File: config.mk
export PLATFORM = sky130hd
export DESIGN_NAME = aes_keymem
export DESIGN_NICKNAME = d
export VERILOG_FILES = /design/src/design/aes_block_cipher_assert.svh /design/src/design/aes_keymem.sv
export SDC_FILE = /design/constraint.sdc
export NUM_CORES = 2
export LEC_CHECK = 0
export ABC_CLOCK_PERIOD_IN_PS = 3000
export BUFFER_PORTS_ARGS = -buffer_cell sky130_fd_sc_hd__buf_2
export CORE_ASPECT_RATIO = 0.75
export CORE_MARGIN = 2
export CORE_UTILIZATION = 45
export CTS_CLUSTER_DIAMETER = 60
export CTS_CLUSTER_SIZE = 10
export DETAILED_ROUTE_END_ITERATION = 7
export GPL_TIMING_DRIVEN = 0
export SLEW_MARGIN = 20
export SYNTH_ARGS = -nofsm -noshare
export SYNTH_HDL_FRONTEND = slang
export SYNTH_SLANG_ARGS = --single-unit
File: constraint.sdc
create_clock -name clk_i -period 3 [get_ports clk_i]
set_input_delay 0.6 -clock clk_i [delete_from_list [all_inputs] [get_ports clk_i]]
set_output_delay 0.6 -clock clk_i [all_outputs]
set_load 0.1 [all_outputs]
File: src/design/aes_block_cipher_assert.svh
// Assertion macros shared by the cipher RTL.
`ifndef AES_BLOCK_CIPHER_ASSERT_SVH
`define AES_BLOCK_CIPHER_ASSERT_SVH

// Same-cycle implication, checked outside reset.
`define AES_ASSERT(lbl, ant, cons, msg) \
  lbl: assert property (@(posedge clk_i) disable iff (!rst_ni) (ant) |-> (cons)) \
    else $error(msg);

// Next-cycle implication, checked outside reset.
`define AES_ASSERT_NEXT(lbl, ant, cons, msg) \
  lbl: assert property (@(posedge clk_i) disable iff (!rst_ni) (ant) |=> (cons)) \
    else $error(msg);

`endif

File: src/design/aes_keymem.sv
// ----------------------------------------------------------------------------
// AES round-key store
// Synchronous memory, one 128-bit round key per row, written one 32-bit
// column word at a time and read a full row through an output register.
// ----------------------------------------------------------------------------
module aes_keymem #(
  parameter int unsigned ROWS = 15,
  parameter int unsigned RW   = 4
) (
  input  logic          clk_i,
  input  logic          we_i,
  input  logic [RW-1:0] wrow_i,
  input  logic [1:0]    wcol_i,
  input  logic [31:0]   wdata_i,
  input  logic [RW-1:0] raddr_i,
  output logic [127:0]  rdata_o
);

  // Column 0 sits in the top word of a row, matching the block byte order.
  logic [3:0][31:0] mem [ROWS];
  logic [3:0][31:0] rdata_q;

  always_ff @(posedge clk_i) begin
    if (we_i) begin
      mem[wrow_i][2'd3 - wcol_i] <= wdata_i;
    end
  end

  always_ff @(posedge clk_i) begin
    rdata_q <= mem[raddr_i];
  end

  assign rdata_o = rdata_q;

endmodule

==> implementation parameters <==
Parameter                              Value

Floorplan
  Die Outline Area ... 172900 µm²
  Vert. Die Dim ... around 360 µm
  Number of top-level design ports ... 172
  Cell row count ... 130
  Initial core utilization ... 45.42%
  Core region area ... 168000 µm²
  Die W ... roughly 480 µm

Routing
  Vias per std cell ... 6.046
  Post-route antenna net violation count ... 0
  Wirelength, routed ... roughly 220 mm
  Residual DRC count ... 0
  Count of routing violations after the opening detailed-route iteration ... 6225
  Total number of vias ... 40.24k
  Mean routed wirelength per cell ... 33.37 µm
  Iteration count of the initial detailed-routing pass ... 5

Clock network
  Post-CTS setup buffers ... 0
  CTS-repair resized insts ... 0
  TritonCTS clock tree ... built
  Maximum level of the CTS H-tree ... 4
  Source-to-sink clock delay at the later pin of the worst-skew pair ... 860 ps
  Max clock buf depth ... 3
  Clk Tree Root Cell ... clkbuf_16
  TritonCTS buffer count ... around 230
  Total of hold buffers inserted after clock tree synthesis ... 0
  Number of clock sinks ... ~2.0k
  Clock-pin slew on the worst setup and hold paths ... 50 ps

Layout
  Share of cells above drive strength 1 ... 22.67%
  Final design instance area without fill ... around 89000 µm²
  Layout Area Growth over Synthesis ... 17.22%
  End-of-flow core utilization ... 53.24%
  Nets@finish ... 4304

STA
  Worst Skew ... 23.76 ps
  Slew of the pin with the lowest slew margin ... 1183 ps
  Final hold violation count ... 0
  Setup repair after global routing missed its margin ... no
  Final Max Slew Viols ... 0
  Final worst setup slack ... 116.4 ps
  Tcrit/Tclk final ... 96.12%
  Shortest period the worst path allows ... about 2900 ps
  Remaining max-slew budget at the tightest pin ... 21.13%
  Final sum of negative setup slack ... 0 ps
  Highest achievable clock rate ... approximately 0.35 GHz
  Total setup violations reported at the end of the flow ... 0

Setup path
  Largest fanout of any net on the critical path ... 10
  Startpoint of the worst setup timing path ... raddr_i[0]
  Worst setup SP type ... input pin
  R2R cell count ... 4
  Worst endpoint data arrival time ... 3610 ps
  Cell-by-cell listing of the critical path ... buf_6, buf_6, buf_6, buf_6, nor2b_1, buf_2, a22oi_1, o21ai_0
  Cell with the biggest individual delay on the critical path ... nor2b_1
  Worst Setup End Kind ... flip-flop
  Max incr delay on CP ... 740 ps
  Kind of critical path ... input pin to flip-flop
  Cell type with the highest occurrence count on the critical path ... buf_6
  Data required time of the worst path ... 3730 ps
  Worst reg2reg startpoint ... mem[12][92]$_DFFE_PP_

GRT
  Vias in the first global route ... 38.48k
  Aggregate global routing overflow ... 0
  Number of antenna violations at the first check in global routing ... 23
  First-pass GRT wire length ... between 300 and 400 mm
  Maximum number of pins on one net before global-route repair ... 61
  All-layer global routing usage ... between 20% and 30%

Synth
  Most frequent cell after synthesis ... edfxtp_1
  Post-synth top area share ... 75.55%
  Dominant cell type by area after synthesis ... edfxtp_1
  Predominant post-synthesis flop cell ... edfxtp_1
  Cell area after synthesis ... 76320 µm²
  Post-synthesis instance total ... 3758
  Count of state elements after synthesis ... 2048
  Number of synthesized flops with an enable pin ... 1920
  Top cell types by occurrence after synthesis ... edfxtp_1 (1920), mux2i_1 (270), mux4_2 (256)
  Top cells by area, synth ... edfxtp_1 (76%), mux4_2 (7.6%), mux2i_1 (3.5%), dfxtp_1 (3.4%), nand2b_1 (1.1%)
  Synthesized netlist net count ... 3802
  Warnings from Yosys ... 0
  Proportion of register bits with asynchronous set or reset after synthesis ... 0%
  Mean cell area of the mapped netlist ... 20.31 µm²
  Sequential cell area fraction in the yosys report ... 78.90%
  Distinct cell type count of the synthesized netlist ... 29

Place
  Cell Area, Placed ... 82970 µm²
  Final GP Congestion ... 0.8509
  Setup WS pre-CTS ... -678.7 ps
  Port buffer count ... 167
  Hpwl dp ... 142.0 mm

Job
  Number of violations of the max-capacitance limit ... 0

Run status
  Result of the run ... finished clean

Pwr
  Power density over cell area ... 685.6 nW/µm²
  Total power of the final layout ... 61.33 mW
  Total leakage power ... 29.13 nW
  Peak VDD IR ... between 0.5 and 0.6 mV

Hold path
  Hold crit path type ... input pin to flip-flop
  Worst Hold Launch ... wdata_i[24]
  Hold Crit Depth ... 1
[per-stage QoR]
stage / instances / hold slack (ps)
6_report: 6656 / 152.3
5_1_grt: 6649 / 133.3
4_1_cts: 6647 / 108.0
3_5_place_dp: 6276 / 660.3
3_3_place_gp: 6169 / 663.0
2_1_floorplan: 3758 / 577.8
[state kept, by name (all words and copies together) (netlist names)]
name and flops:
mem 1920, rdata_o 128
[final timing paths]
path / endpoint / slack (ps)
min: mem[0][56]$_DFFE_PP_ / 150
max: rdata_o[71]$_DFF_P_ / 120
min reg2reg: rdata_o[80]$_DFF_P_ / 650
max reg2reg: rdata_o[92]$_DFF_P_ / 1350
[worst max-delay path, delay by kind of cell]
family | cells | cell delay (ps)
compound gates | 2 | 410
buf+inv | 5 | 1750
simple gates | 1 | 740
[layout by cell type, fill, tap and decap left out, types with 4 or more instances in the layout]
| cell type | instances |
|---|---|
| a211o_1 | 91 |
| o221ai_1 | 23 |
| mux2i_1 | 270 |
| clkbuf_1 | 234 |
| nor2b_1 | 120 |
| o21ai_0 | 45 |
| a22oi_1 | 105 |
| a221o_1 | 23 |
| buf_16 | 46 |
| o21ai_1 | 60 |
| nand3_1 | 7 |
| nand2_1 | 23 |
| edfxtp_1 | 1920 |
| buf_6 | 24 |
| nor2_1 | 4 |
| clkbuf_2 | 13 |
| buf_2 | 195 |
| mux2_4 | 23 |
| mux4_2 | 256 |
| nor2_4 | 61 |
| clkbuf_16 | 232 |
| buf_1 | 6 |
| nand2b_1 | 131 |
| buf_12 | 59 |
| o22ai_1 | 105 |
| diode_2 | 9 |
| a31oi_1 | 105 |
| dfxtp_1 | 128 |
| o211ai_2 | 23 |
| buf_4 | 43 |
[logic make-up (layout without fill, tap and decap cells)]
| group | Yosys count | count (layout) | share of synthesized area, % |
|---|---|---|---|
| other | 0 | 9 | 0 |
| buffers and inverters | 228 | 873 | 1.517 |
| AND/OR/NAND/NOR | 353 | 353 | 2.600 |
| AO/OA/AOI/OAI | 580 | 580 | 5.430 |
| multiplexers | 549 | 549 | 11.55 |
| flip-flops | 2048 | 2048 | 78.90 |
[per-layer routing]
metal	GRT usage, %	wire length (µm)
met1	37.93	93860
met2	37.64	98840
met3	6.146	23560
met4	6.872	5873
met5	0	12
[where the power goes]
| part | switching [mW] | total (mW) | internal (mW) |
|---|---|---|---|
| registers | 0.0788 | 31.7 | 31.6 |
| logic | 3.59 | 4.66 | 1.07 |
| clock network | 10.8 | 25.0 | 14.1 |
[layout make-up]
cell class                      count  area, µm²
Sequential cell                  2048      60220
Antenna cell                        9      22.52
Buffer                            226       1166
Clock inverter                     17      186.4
Inverter                            2      7.507
Fill cell                       12990      78560
Tap cell                         2244       2808
Clock buffer                      354       6264
Timing Repair Buffer              274       3388
Multi-Input combinational cell   1482      15400
Power figures use the tool's default switching activity.
